### src/adpcmd_pkg.sv
// Shared types, constants and register indexes for the four-bit ADPCM decoder.
package adpcmd_pkg;

  // Field widths fixed by the stream format.
  localparam int ByteW    = 8;
  localparam int NibW     = 4;
  localparam int PredW    = 3;
  localparam int ScaleW   = 4;
  localparam int SampleW  = 16;
  localparam int CountW   = 16;
  localparam int GroupW   = 3;
  localparam int CoefRegW = 64;
  localparam int CoefRegs = 4;
  localparam int CfgIdxW  = 3;

  // Datapath constants of the sample equation.
  localparam int AccW     = 35;
  localparam int FracBits = 11;
  localparam int RoundAdd = 1024;
  localparam int PcmMax   = 32767;
  localparam int PcmMin   = -32768;

  // Job queue between the front and back parts.
  localparam int QDepth = 4;
  localparam int QPtrW  = $clog2(QDepth);
  localparam int QCntW  = $clog2(QDepth + 1);

  // Configuration register indexes.
  localparam logic [CfgIdxW-1:0] REG_COEF_01   = 3'd0;
  localparam logic [CfgIdxW-1:0] REG_COEF_23   = 3'd1;
  localparam logic [CfgIdxW-1:0] REG_COEF_45   = 3'd2;
  localparam logic [CfgIdxW-1:0] REG_COEF_67   = 3'd3;
  localparam logic [CfgIdxW-1:0] REG_HIST_ONE  = 3'd4;
  localparam logic [CfgIdxW-1:0] REG_HIST_TWO  = 3'd5;
  localparam logic [CfgIdxW-1:0] REG_SMP_COUNT = 3'd6;

  // Input word: one stream byte.
  typedef struct packed {
    logic [ByteW-1:0] data_byte;
    logic             frame_start;
  } code_word_t;

  // Output word: one decoded sample.
  typedef struct packed {
    logic signed [SampleW-1:0] pcm_sample;
    logic                      last_of_byte;
    logic                      last_of_frame;
  } pcm_word_t;

  // Kinds of work handed from the front part to the back part.
  typedef enum logic {
    JOB_LOAD   = 1'b0,
    JOB_SAMPLE = 1'b1
  } job_kind_t;

  typedef struct packed {
    job_kind_t         kind;
    logic [NibW-1:0]   nibble;
    logic [PredW-1:0]  pred;
    logic [ScaleW-1:0] scale;
    logic              last_of_byte;
    logic              last_of_frame;
  } job_t;

  // Push side of the job queue.
  typedef struct packed {
    logic push;
    job_t job;
  } job_push_t;

endpackage

### src/adpcm_four_bit_decoder_unit.sv
// Top level of the four-bit ADPCM decoder: configuration registers and part wiring.
//
// Decodes one channel of four-bit ADPCM, one stream byte per input word. A frame
// starts on a word with frame_start set; that byte is the group header. In steady
// state a data byte yields up to two samples, high nibble first, and the next byte
// enters as its last job is queued. While the output does not stall, the front part
// hands one job per cycle into a four-entry queue and the back part turns one
// nibble into one sample per cycle with two 16x16 multiplies on the history
// registers. A header byte takes no queue slot, except at frame start,
// where it queues a history reload. Registers are written through
// cfg_write/cfg_index/cfg_data; write them only while the block is idle. There is
// no reset sweep: the block is ready in the first cycle after rst.
module adpcm_four_bit_decoder_unit (
  input  logic                               clk,
  input  logic                               rst,
  input  logic                               code_valid,
  output logic                               code_stall,
  input  adpcmd_pkg::code_word_t             code_word,
  output logic                               pcm_valid,
  input  logic                               pcm_stall,
  output adpcmd_pkg::pcm_word_t              pcm_word,
  input  logic                               cfg_write,
  input  logic [adpcmd_pkg::CfgIdxW-1:0]     cfg_index,
  input  logic [adpcmd_pkg::CoefRegW-1:0]    cfg_data
);

  logic [adpcmd_pkg::CoefRegW-1:0]       coef_regs [adpcmd_pkg::CoefRegs];
  logic signed [adpcmd_pkg::SampleW-1:0] first_history_init;
  logic signed [adpcmd_pkg::SampleW-1:0] second_history_init;
  logic [adpcmd_pkg::CountW-1:0]         sample_count;

  adpcmd_pkg::job_push_t q_in;
  logic                  q_full;
  logic                  q_valid;
  adpcmd_pkg::job_t      q_job;
  logic                  q_pop;

  // Configuration register file.
  always_ff @(posedge clk) begin
    if (rst) begin
      coef_regs[0]        <= '0;
      coef_regs[1]        <= '0;
      coef_regs[2]        <= '0;
      coef_regs[3]        <= '0;
      first_history_init  <= '0;
      second_history_init <= '0;
      sample_count        <= '0;
    end else if (cfg_write) begin
      unique case (cfg_index)
        adpcmd_pkg::REG_COEF_01:   coef_regs[0] <= cfg_data;
        adpcmd_pkg::REG_COEF_23:   coef_regs[1] <= cfg_data;
        adpcmd_pkg::REG_COEF_45:   coef_regs[2] <= cfg_data;
        adpcmd_pkg::REG_COEF_67:   coef_regs[3] <= cfg_data;
        adpcmd_pkg::REG_HIST_ONE:  first_history_init  <= signed'(cfg_data[15:0]);
        adpcmd_pkg::REG_HIST_TWO:  second_history_init <= signed'(cfg_data[15:0]);
        adpcmd_pkg::REG_SMP_COUNT: sample_count <= cfg_data[15:0];
        default: begin
        end
      endcase
    end
  end

  adpcmd_front u_front (
    .clk          (clk),
    .rst          (rst),
    .code_valid   (code_valid),
    .code_stall   (code_stall),
    .code_word    (code_word),
    .sample_count (sample_count),
    .q_full       (q_full),
    .q_in         (q_in)
  );

  adpcmd_queue u_queue (
    .clk     (clk),
    .rst     (rst),
    .q_in    (q_in),
    .q_full  (q_full),
    .q_valid (q_valid),
    .q_job   (q_job),
    .q_pop   (q_pop)
  );

  adpcmd_back u_back (
    .clk                 (clk),
    .rst                 (rst),
    .q_valid             (q_valid),
    .q_job               (q_job),
    .q_pop               (q_pop),
    .coef_regs           (coef_regs),
    .first_history_init  (first_history_init),
    .second_history_init (second_history_init),
    .pcm_valid           (pcm_valid),
    .pcm_stall           (pcm_stall),
    .pcm_word            (pcm_word)
  );

endmodule

### src/adpcmd_front.sv
// Front part: takes stream bytes, tracks group position and sample count, emits jobs.
module adpcmd_front (
  input  logic                              clk,
  input  logic                              rst,
  input  logic                              code_valid,
  output logic                              code_stall,
  input  adpcmd_pkg::code_word_t            code_word,
  input  logic [adpcmd_pkg::CountW-1:0]     sample_count,
  input  logic                              q_full,
  output adpcmd_pkg::job_push_t             q_in
);

  logic [adpcmd_pkg::GroupW-1:0] group_position;
  logic [adpcmd_pkg::CountW-1:0] samples_done;
  logic [adpcmd_pkg::PredW-1:0]  predictor_index;
  logic [adpcmd_pkg::ScaleW-1:0] shift_scale;

  // Up to two jobs wait here per byte.
  logic [1:0]         pend_cnt;
  adpcmd_pkg::job_t   pend0;
  adpcmd_pkg::job_t   pend1;

  logic                          accept;
  logic                          push;
  logic [adpcmd_pkg::GroupW-1:0] gp_eff;
  logic [adpcmd_pkg::CountW-1:0] sd_eff;
  logic [adpcmd_pkg::CountW-1:0] sd_one;
  logic [adpcmd_pkg::CountW-1:0] sd_two;
  logic [adpcmd_pkg::CountW-1:0] samples_done_next;
  logic [adpcmd_pkg::PredW-1:0]  predictor_index_next;
  logic [adpcmd_pkg::ScaleW-1:0] shift_scale_next;
  logic                          hi_ok;
  logic                          lo_ok;
  logic [1:0]                    njobs;
  adpcmd_pkg::job_t              job_a;
  adpcmd_pkg::job_t              job_b;

  // Handshake: a new byte enters once the pending jobs drain this cycle.
  assign push       = (pend_cnt != 2'd0) && !q_full;
  assign code_stall = !((pend_cnt == 2'd0) || ((pend_cnt == 2'd1) && push));
  assign accept     = code_valid && !code_stall;
  assign q_in.push  = push;
  assign q_in.job   = pend0;

  // Classify the byte: frame start, header, or up to two nibbles.
  always_comb begin
    gp_eff = code_word.frame_start ? '0 : group_position;
    sd_eff = code_word.frame_start ? '0 : samples_done;
    sd_one = sd_eff + 1'b1;
    sd_two = sd_eff + 2'd2;
    hi_ok  = 1'b0;
    lo_ok  = 1'b0;
    predictor_index_next = predictor_index;
    shift_scale_next     = shift_scale;
    njobs  = 2'd0;

    job_a.kind          = adpcmd_pkg::JOB_SAMPLE;
    job_a.nibble        = code_word.data_byte[7:4];
    job_a.pred          = predictor_index;
    job_a.scale         = shift_scale;
    job_a.last_of_frame = (sd_one == sample_count);
    job_a.last_of_byte  = (sd_one == sample_count);
    job_b.kind          = adpcmd_pkg::JOB_SAMPLE;
    job_b.nibble        = code_word.data_byte[3:0];
    job_b.pred          = predictor_index;
    job_b.scale         = shift_scale;
    job_b.last_of_frame = (sd_two == sample_count);
    job_b.last_of_byte  = 1'b1;

    if (gp_eff == '0) begin
      predictor_index_next = code_word.data_byte[6:4];
      shift_scale_next     = code_word.data_byte[3:0];
      if (code_word.frame_start) begin
        job_a.kind = adpcmd_pkg::JOB_LOAD;
        njobs      = 2'd1;
      end
    end else begin
      hi_ok = (sd_eff < sample_count);
      lo_ok = hi_ok && (sd_one < sample_count);
      njobs = {1'b0, hi_ok} + {1'b0, lo_ok};
    end
    samples_done_next = sd_eff + {14'd0, njobs & {2{gp_eff != '0}}};
  end

  // Stream position state.
  always_ff @(posedge clk) begin
    if (rst) begin
      group_position  <= '0;
      samples_done    <= '0;
      predictor_index <= '0;
      shift_scale     <= '0;
    end else if (accept) begin
      group_position  <= gp_eff + 1'b1;
      samples_done    <= samples_done_next;
      predictor_index <= predictor_index_next;
      shift_scale     <= shift_scale_next;
    end
  end

  // Pending job slots.
  always_ff @(posedge clk) begin
    if (rst) begin
      pend_cnt <= 2'd0;
    end else if (accept) begin
      pend_cnt <= njobs;
    end else if (push) begin
      pend_cnt <= pend_cnt - 1'b1;
    end
  end

  always_ff @(posedge clk) begin
    if (accept) begin
      pend0 <= job_a;
      pend1 <= job_b;
    end else if (push) begin
      pend0 <= pend1;
    end
  end

  // The pending buffer holds at most two jobs.
  assert property (@(posedge clk) disable iff (rst) pend_cnt != 2'd3)
    else $error("front pending count out of range");

  // The sample count moves only when a byte is taken.
  assert property (@(posedge clk) disable iff (rst) !accept |=> $stable(samples_done))
    else $error("samples_done changed without an accepted word");

endmodule

### src/adpcmd_queue.sv
// Short job queue that decouples the front part from the back part.
module adpcmd_queue (
  input  logic                  clk,
  input  logic                  rst,
  input  adpcmd_pkg::job_push_t q_in,
  output logic                  q_full,
  output logic                  q_valid,
  output adpcmd_pkg::job_t      q_job,
  input  logic                  q_pop
);

  adpcmd_pkg::job_t                 entries [adpcmd_pkg::QDepth];
  logic [adpcmd_pkg::QPtrW-1:0]     wr_ptr;
  logic [adpcmd_pkg::QPtrW-1:0]     rd_ptr;
  logic [adpcmd_pkg::QCntW-1:0]     count;
  logic                             do_push;
  logic                             do_pop;

  assign q_full  = (count == adpcmd_pkg::QCntW'(adpcmd_pkg::QDepth));
  assign q_valid = (count != '0);
  assign q_job   = entries[rd_ptr];
  assign do_push = q_in.push && !q_full;
  assign do_pop  = q_pop && q_valid;

  // Pointers and fill count.
  always_ff @(posedge clk) begin
    if (rst) begin
      wr_ptr <= '0;
      rd_ptr <= '0;
      count  <= '0;
    end else begin
      if (do_push) begin
        wr_ptr <= (wr_ptr == adpcmd_pkg::QPtrW'(adpcmd_pkg::QDepth - 1)) ? '0 : wr_ptr + 1'b1;
      end
      if (do_pop) begin
        rd_ptr <= (rd_ptr == adpcmd_pkg::QPtrW'(adpcmd_pkg::QDepth - 1)) ? '0 : rd_ptr + 1'b1;
      end
      if (do_push && !do_pop) begin
        count <= count + 1'b1;
      end else if (do_pop && !do_push) begin
        count <= count - 1'b1;
      end
    end
  end

  // Entry storage.
  always_ff @(posedge clk) begin
    if (do_push) begin
      entries[wr_ptr] <= q_in.job;
    end
  end

  // The front part never pushes into a full queue.
  assert property (@(posedge clk) disable iff (rst) q_in.push |-> !q_full)
    else $error("job pushed into a full queue");

  // The fill count never passes the depth.
  assert property (@(posedge clk) disable iff (rst)
                   count <= adpcmd_pkg::QCntW'(adpcmd_pkg::QDepth))
    else $error("queue count out of range");

endmodule

### src/adpcmd_back.sv
// Back part: history registers, predictor arithmetic and the output register.
module adpcmd_back (
  input  logic                                   clk,
  input  logic                                   rst,
  input  logic                                   q_valid,
  input  adpcmd_pkg::job_t                       q_job,
  output logic                                   q_pop,
  input  logic [adpcmd_pkg::CoefRegW-1:0]        coef_regs [adpcmd_pkg::CoefRegs],
  input  logic signed [adpcmd_pkg::SampleW-1:0]  first_history_init,
  input  logic signed [adpcmd_pkg::SampleW-1:0]  second_history_init,
  output logic                                   pcm_valid,
  input  logic                                   pcm_stall,
  output adpcmd_pkg::pcm_word_t                  pcm_word
);

  logic signed [adpcmd_pkg::SampleW-1:0] history_one;
  logic signed [adpcmd_pkg::SampleW-1:0] history_two;

  logic [adpcmd_pkg::CoefRegW-1:0]       coef_reg;
  logic signed [adpcmd_pkg::SampleW-1:0] c1;
  logic signed [adpcmd_pkg::SampleW-1:0] c2;
  logic signed [2*adpcmd_pkg::SampleW-1:0] prod_one;
  logic signed [2*adpcmd_pkg::SampleW-1:0] prod_two;
  logic signed [adpcmd_pkg::NibW-1:0]    nib;
  logic [4:0]                            shamt;
  logic signed [adpcmd_pkg::AccW-1:0]    acc;
  logic signed [adpcmd_pkg::AccW-1:0]    scaled;
  logic signed [adpcmd_pkg::SampleW-1:0] sat;
  logic                                  take_load;
  logic                                  take_sample;

  // Pop a load at once; pop a sample when the output register frees up.
  assign take_load   = q_valid && (q_job.kind == adpcmd_pkg::JOB_LOAD);
  assign take_sample = q_valid && (q_job.kind == adpcmd_pkg::JOB_SAMPLE)
                       && (!pcm_valid || !pcm_stall);
  assign q_pop       = take_load || take_sample;

  // Coefficient pair for the job's predictor.
  always_comb begin
    coef_reg = coef_regs[q_job.pred[2:1]];
    if (q_job.pred[0]) begin
      c1 = signed'(coef_reg[31:16]);
      c2 = signed'(coef_reg[15:0]);
    end else begin
      c1 = signed'(coef_reg[63:48]);
      c2 = signed'(coef_reg[47:32]);
    end
  end

  // Prediction plus scaled nibble, rounded, shifted and saturated.
  always_comb begin
    prod_one = c1 * history_one;
    prod_two = c2 * history_two;
    nib      = signed'(q_job.nibble);
    shamt    = {1'b0, q_job.scale} + 5'(adpcmd_pkg::FracBits);
    acc      = adpcmd_pkg::AccW'(prod_one) + adpcmd_pkg::AccW'(prod_two)
             + (adpcmd_pkg::AccW'(nib) <<< shamt)
             + adpcmd_pkg::AccW'(adpcmd_pkg::RoundAdd);
    scaled   = acc >>> adpcmd_pkg::FracBits;
    if (scaled > adpcmd_pkg::AccW'(adpcmd_pkg::PcmMax)) begin
      sat = adpcmd_pkg::SampleW'(adpcmd_pkg::PcmMax);
    end else if (scaled < adpcmd_pkg::AccW'(adpcmd_pkg::PcmMin)) begin
      sat = adpcmd_pkg::SampleW'(adpcmd_pkg::PcmMin);
    end else begin
      sat = scaled[adpcmd_pkg::SampleW-1:0];
    end
  end

  // History registers.
  always_ff @(posedge clk) begin
    if (rst) begin
      history_one <= '0;
      history_two <= '0;
    end else if (take_load) begin
      history_one <= first_history_init;
      history_two <= second_history_init;
    end else if (take_sample) begin
      history_one <= sat;
      history_two <= history_one;
    end
  end

  // Output register.
  always_ff @(posedge clk) begin
    if (rst) begin
      pcm_valid <= 1'b0;
    end else if (take_sample) begin
      pcm_valid <= 1'b1;
    end else if (!pcm_stall) begin
      pcm_valid <= 1'b0;
    end
  end

  always_ff @(posedge clk) begin
    if (take_sample) begin
      pcm_word.pcm_sample    <= sat;
      pcm_word.last_of_byte  <= q_job.last_of_byte;
      pcm_word.last_of_frame <= q_job.last_of_frame;
    end
  end

  // A new sample only enters the output register when it is free or draining.
  assert property (@(posedge clk) disable iff (rst) take_sample |-> (!pcm_valid || !pcm_stall))
    else $error("output word overwritten while stalled");

  // A sample taken from the queue becomes the history for the next one.
  assert property (@(posedge clk) disable iff (rst)
                   take_sample |=> (history_one == pcm_word.pcm_sample))
    else $error("history does not follow the emitted sample");

endmodule

### config.mk
export PLATFORM = sky130hd
export DESIGN_NAME = adpcm_four_bit_decoder_unit
export DESIGN_NICKNAME = d
export VERILOG_FILES = /design/src/adpcmd_pkg.sv /design/src/adpcm_four_bit_decoder_unit.sv /design/src/adpcmd_front.sv /design/src/adpcmd_queue.sv /design/src/adpcmd_back.sv
export SDC_FILE = /design/constraint.sdc
export NUM_CORES = 2
export LEC_CHECK = 0
export BUFFER_PORTS_ARGS = -buffer_cell sky130_fd_sc_hd__buf_2
export CAP_MARGIN = 5
export CORE_UTILIZATION = 55
export CTS_CLUSTER_DIAMETER = 60
export DETAILED_ROUTE_END_ITERATION = 12
export GPL_TIMING_DRIVEN = 0
export PLACE_DENSITY_LB_ADDON = 0.1
export SYNTH_ARGS = -nofsm -noshare
export SYNTH_HDL_FRONTEND = slang
export SYNTH_SLANG_ARGS = --single-unit
### constraint.sdc
create_clock -name clk -period 18 [get_ports clk]
set_clock_uncertainty 0.05 [all_clocks]
set_input_delay 3.6 -clock clk [delete_from_list [all_inputs] [get_ports clk]]
set_output_delay 3.6 -clock clk [all_outputs]
set_load 0.03 [all_outputs]
==> out/results.tsv <==
stage	metric	value	unit
run_status	status	complete, no violations	
route	WL final	123400	um
logic_synthesis	synth top area cells	fa_1, dfxtp_1, nand2_1	
placed_design	post-place setup slack	3249	ps
setup_path	Critical Path RT	18230	ps
setup_path	R2R cell count	45	
logic_synthesis	Synth top area share	27.31	%
cells_and_area	commonest non-fill, non-tap cell in the layout	nand2_1	
clock_tree	TritonCTS Sinks	474	
min_path	Hold Path Sink	coef_regs[89]	
timing	Fin Setup TNS	0	ps
timing	Final setup viols	0	
logic_synthesis	Post-synth EDFFs	100	
min_path	HP Start	coef_regs[89]	
logic_synthesis	largest area contributor in the netlist	fa_1	
grt	initial antenna violation count	11	
timing	Hold Vio Cnt, Final	0	
clock_tree	clk slew on worst S/H paths	70	ps
logic_synthesis	Syn Std Cell Area	42950	um2
grt	Total GRT Usage	31.80	%
route	post-detailed-route count of antenna-violating nets	0	
clock_tree	# Post-CTS Setup Buffers	0	
clock_tree	Hold Buf Count CTS	0	
clock_tree	Num CTS Buffers	42	
route	Remaining DRCs	0	
floorplan	FP Rows	102	
logic_synthesis	sequential area share after synthesis	24.42	%
timing	RSZ-0062 raised after global routing	no	
floorplan	Die X	281.5	um
pwr	Lkg Pwr	20.16	nW
clock_tree	CTS resizes	0	
logic_synthesis	FFs w/ async S/R, synth	0	%
cells_and_area	area grow syn2layout	7.807	%
route	Initial DRT Pass Iterations	5	
route	DR vias/cell	5.547	
clock_tree	Root Driver	clkbuf_16	
cells_and_area	Sequential cell area	10490	um2
grt	largest net degree at the start of global routing	28	
cells_and_area	share of cells above drive strength 1	6.532	%
setup_path	Reg2Reg Setup Slack	3090	ps
timing	fin. max-slew vios	0	
route	DRT iter0 DRCs	2608	
setup_path	r2r endpoint	u_back.pcm_word[6]	
timing	FMAX	67.07	MHz
logic_synthesis	Seq cells post-synth	474	
timing	hold slack	401.4	ps
pwr	Power Dens Cells	146.9	nW/um2
grt	vias in the first global route	32750	
placed_design	RD Place Congestion	1.003	
clock_tree	worst skew pair latency	580	ps
clock_tree	H-tree depth	2	
logic_synthesis	synthesized instance count	4658	
placed_design	port buffer count	98	
placed_design	post-DP HPWL	99520	um
cells_and_area	Nets	5731	
logic_synthesis	syn avg cell area	9.221	um2
timing	Worst-Margin Slew	1375	ps
setup_path	crit path kind	reg -> reg	
setup_path	Setup crit end kind	register	
grt	first-pass GRT wire length	190600	um
timing	min cycle time layout	14910	ps
cells_and_area	Filler Cells Inserted	6983	
pwr	total power	6.801	mW
run	Max Cap Violations	0	
route	via count	32640	
cells_and_area	most frequent cells in the layout	nand2_1, inv_1, fa_1, a21oi_1, dfxtp_1	
timing	final worst slack	3091	ps
setup_path	slowest stage cell on the critical path	mux2i_1	
pwr	maximum vdd drop	0.0001964	V
grt	GRT overflow	0	
min_path	WHS Path Cells	2	
setup_path	Critical Path Most Common Cell	fa_1	
setup_path	Critical Path Fanout Max	10	
timing	Final Cycle Share	82.83	%
floorplan	core area	77340	um2
logic_synthesis	Yosys cell types	74	
logic_synthesis	commonest register cell after synthesis	dfxtp_1	
setup_path	CP max stage delay	990	ps
min_path	class of the worst hold path	reg -> reg	
route	DR WL/cell	20.97	um
floorplan	Die Height	281.5	um
floorplan	number of I/O pins	101	
clock_tree	CTS tree	built	
setup_path	CP startpoint kind	register	
logic_synthesis	Ys Warns	0	
clock_tree	clk buf depth	3	
floorplan	die area	79220	um2
cells_and_area	area taken by multi-input logic gates	29060	um2
cells_and_area	fin util	59.88	%
floorplan	Initial Util	55.54	%
setup_path	arrival time at the worst endpoint	15140	ps
timing	Rel. slew slack	5.701	%
-- critical path, delay by kind of cell (launching register included) --
family / cells / cell delay (ps)
simple gates: 8 / 1390
mux: 3 / 1720
fa+ha+maj: 11 / 4860
buf+inv: 11 / 3100
flops: 1 / 460
compound gates: 12 / 3020
-- Yosys cell counts, drive strengths merged, types with 5 or more instances --
cell	n
nor3	24
and2	161
a21oi	374
a21o	26
a311oi	17
or2	12
or4	11
nand2	918
a22oi	20
nand3	26
edfxtp	100
nor2b	160
o21a	25
a31oi	7
ha	259
a211oi	7
inv	666
a221oi	5
dfxtp	374
clkbuf	209
fa	586
nor2	148
xnor2	70
buf	25
mux4	78
a21boi	6
mux2	23
o211ai	14
nand2b	75
nand4	18
o21ai	70
nor4	6
xor2	45
mux2i	28
and3	17
-- sequential cells by signal (all words and copies together) (netlist names), 16 cells and up, named ones only --
register	cells
sample_count	16
u_back.history_one	16
first_history_init	16
u_back.history_two	16
coef_regs	256
u_back.pcm_word	18
second_history_init	16
u_front.samples_done	16
u_queue.entries	56
-- cell families (layout without fill, tap and decap cells) --
kind of cell / after synthesis / count (layout) / synth area share, %
muxes: 129 / 129 / 5.345
other: 1 / 9 / 0.008730
and+or+nand+nor: 1589 / 1589 / 16.91
buffers and inverters: 902 / 1080 / 7.967
xor gates and xnor gates: 115 / 115 / 2.345
AOI/OAI and AO/OA: 603 / 603 / 8.150
adders and majority gates: 845 / 845 / 34.86
DFF: 474 / 474 / 24.42
-- area by class of cell --
cell class	instances	share of cell area, %
diodes	6	0.03242
clock buffers	59	2.602
multi-input cells	3284	62.76
repair buffers	101	1.124
inverters	668	5.415
well taps	1040	2.810
flip-flops and latches	474	22.65
clock inverters	18	0.6269
plain buffers	234	1.978
-- per-stage QoR --
| stage | cell area (um2) | cells |
|---|---|---|
| 5_1_grt | 46300 | 5881 |
| 4_1_cts | 46280 | 5877 |
| 6_report | 46310 | 5884 |
| 3_5_place_dp | 44790 | 5800 |
| 3_3_place_gp | 44750 | 5798 |
| 2_1_floorplan | 42960 | 4660 |
-- metal layers --
metal  wire [um]  track usage, %  vias to the layer above  share of wire (%)
li1            -               -                    15040                  -
met1       52320           43.95                    16260                 42
met2       57260           51.25                     1107                 46
met3        8468           3.696                      225                6.9
met4        5283           12.58                        6                4.3
met5          34               0                        -              0.028
-- where the power goes --
group / leakage (nW) / internal (mW) / switching (mW) / total, mW
registers: 3.97 / 1.31 / 0.148 / 1.46
logic: 15.5 / 1.55 / 2.81 / 4.36
clock network: 0.736 / 0.572 / 0.413 / 0.984
total: 20.2 / 3.43 / 3.37 / 6.80
-- worst max path at each step --
stage	endpoint	startpoint	cells after the start
after floorplan	u_back.pcm_word[2]	register	46
after global placement	u_back.pcm_word[15]	register	45
after detailed placement	u_back.pcm_word[8]	register	47
after CTS	u_back.pcm_word[13]	register	45
after global routing	u_back.pcm_word[13]	register	45
final	u_back.pcm_word[6]	register	45
Note: power is estimated with default switching activity, not from simulation.
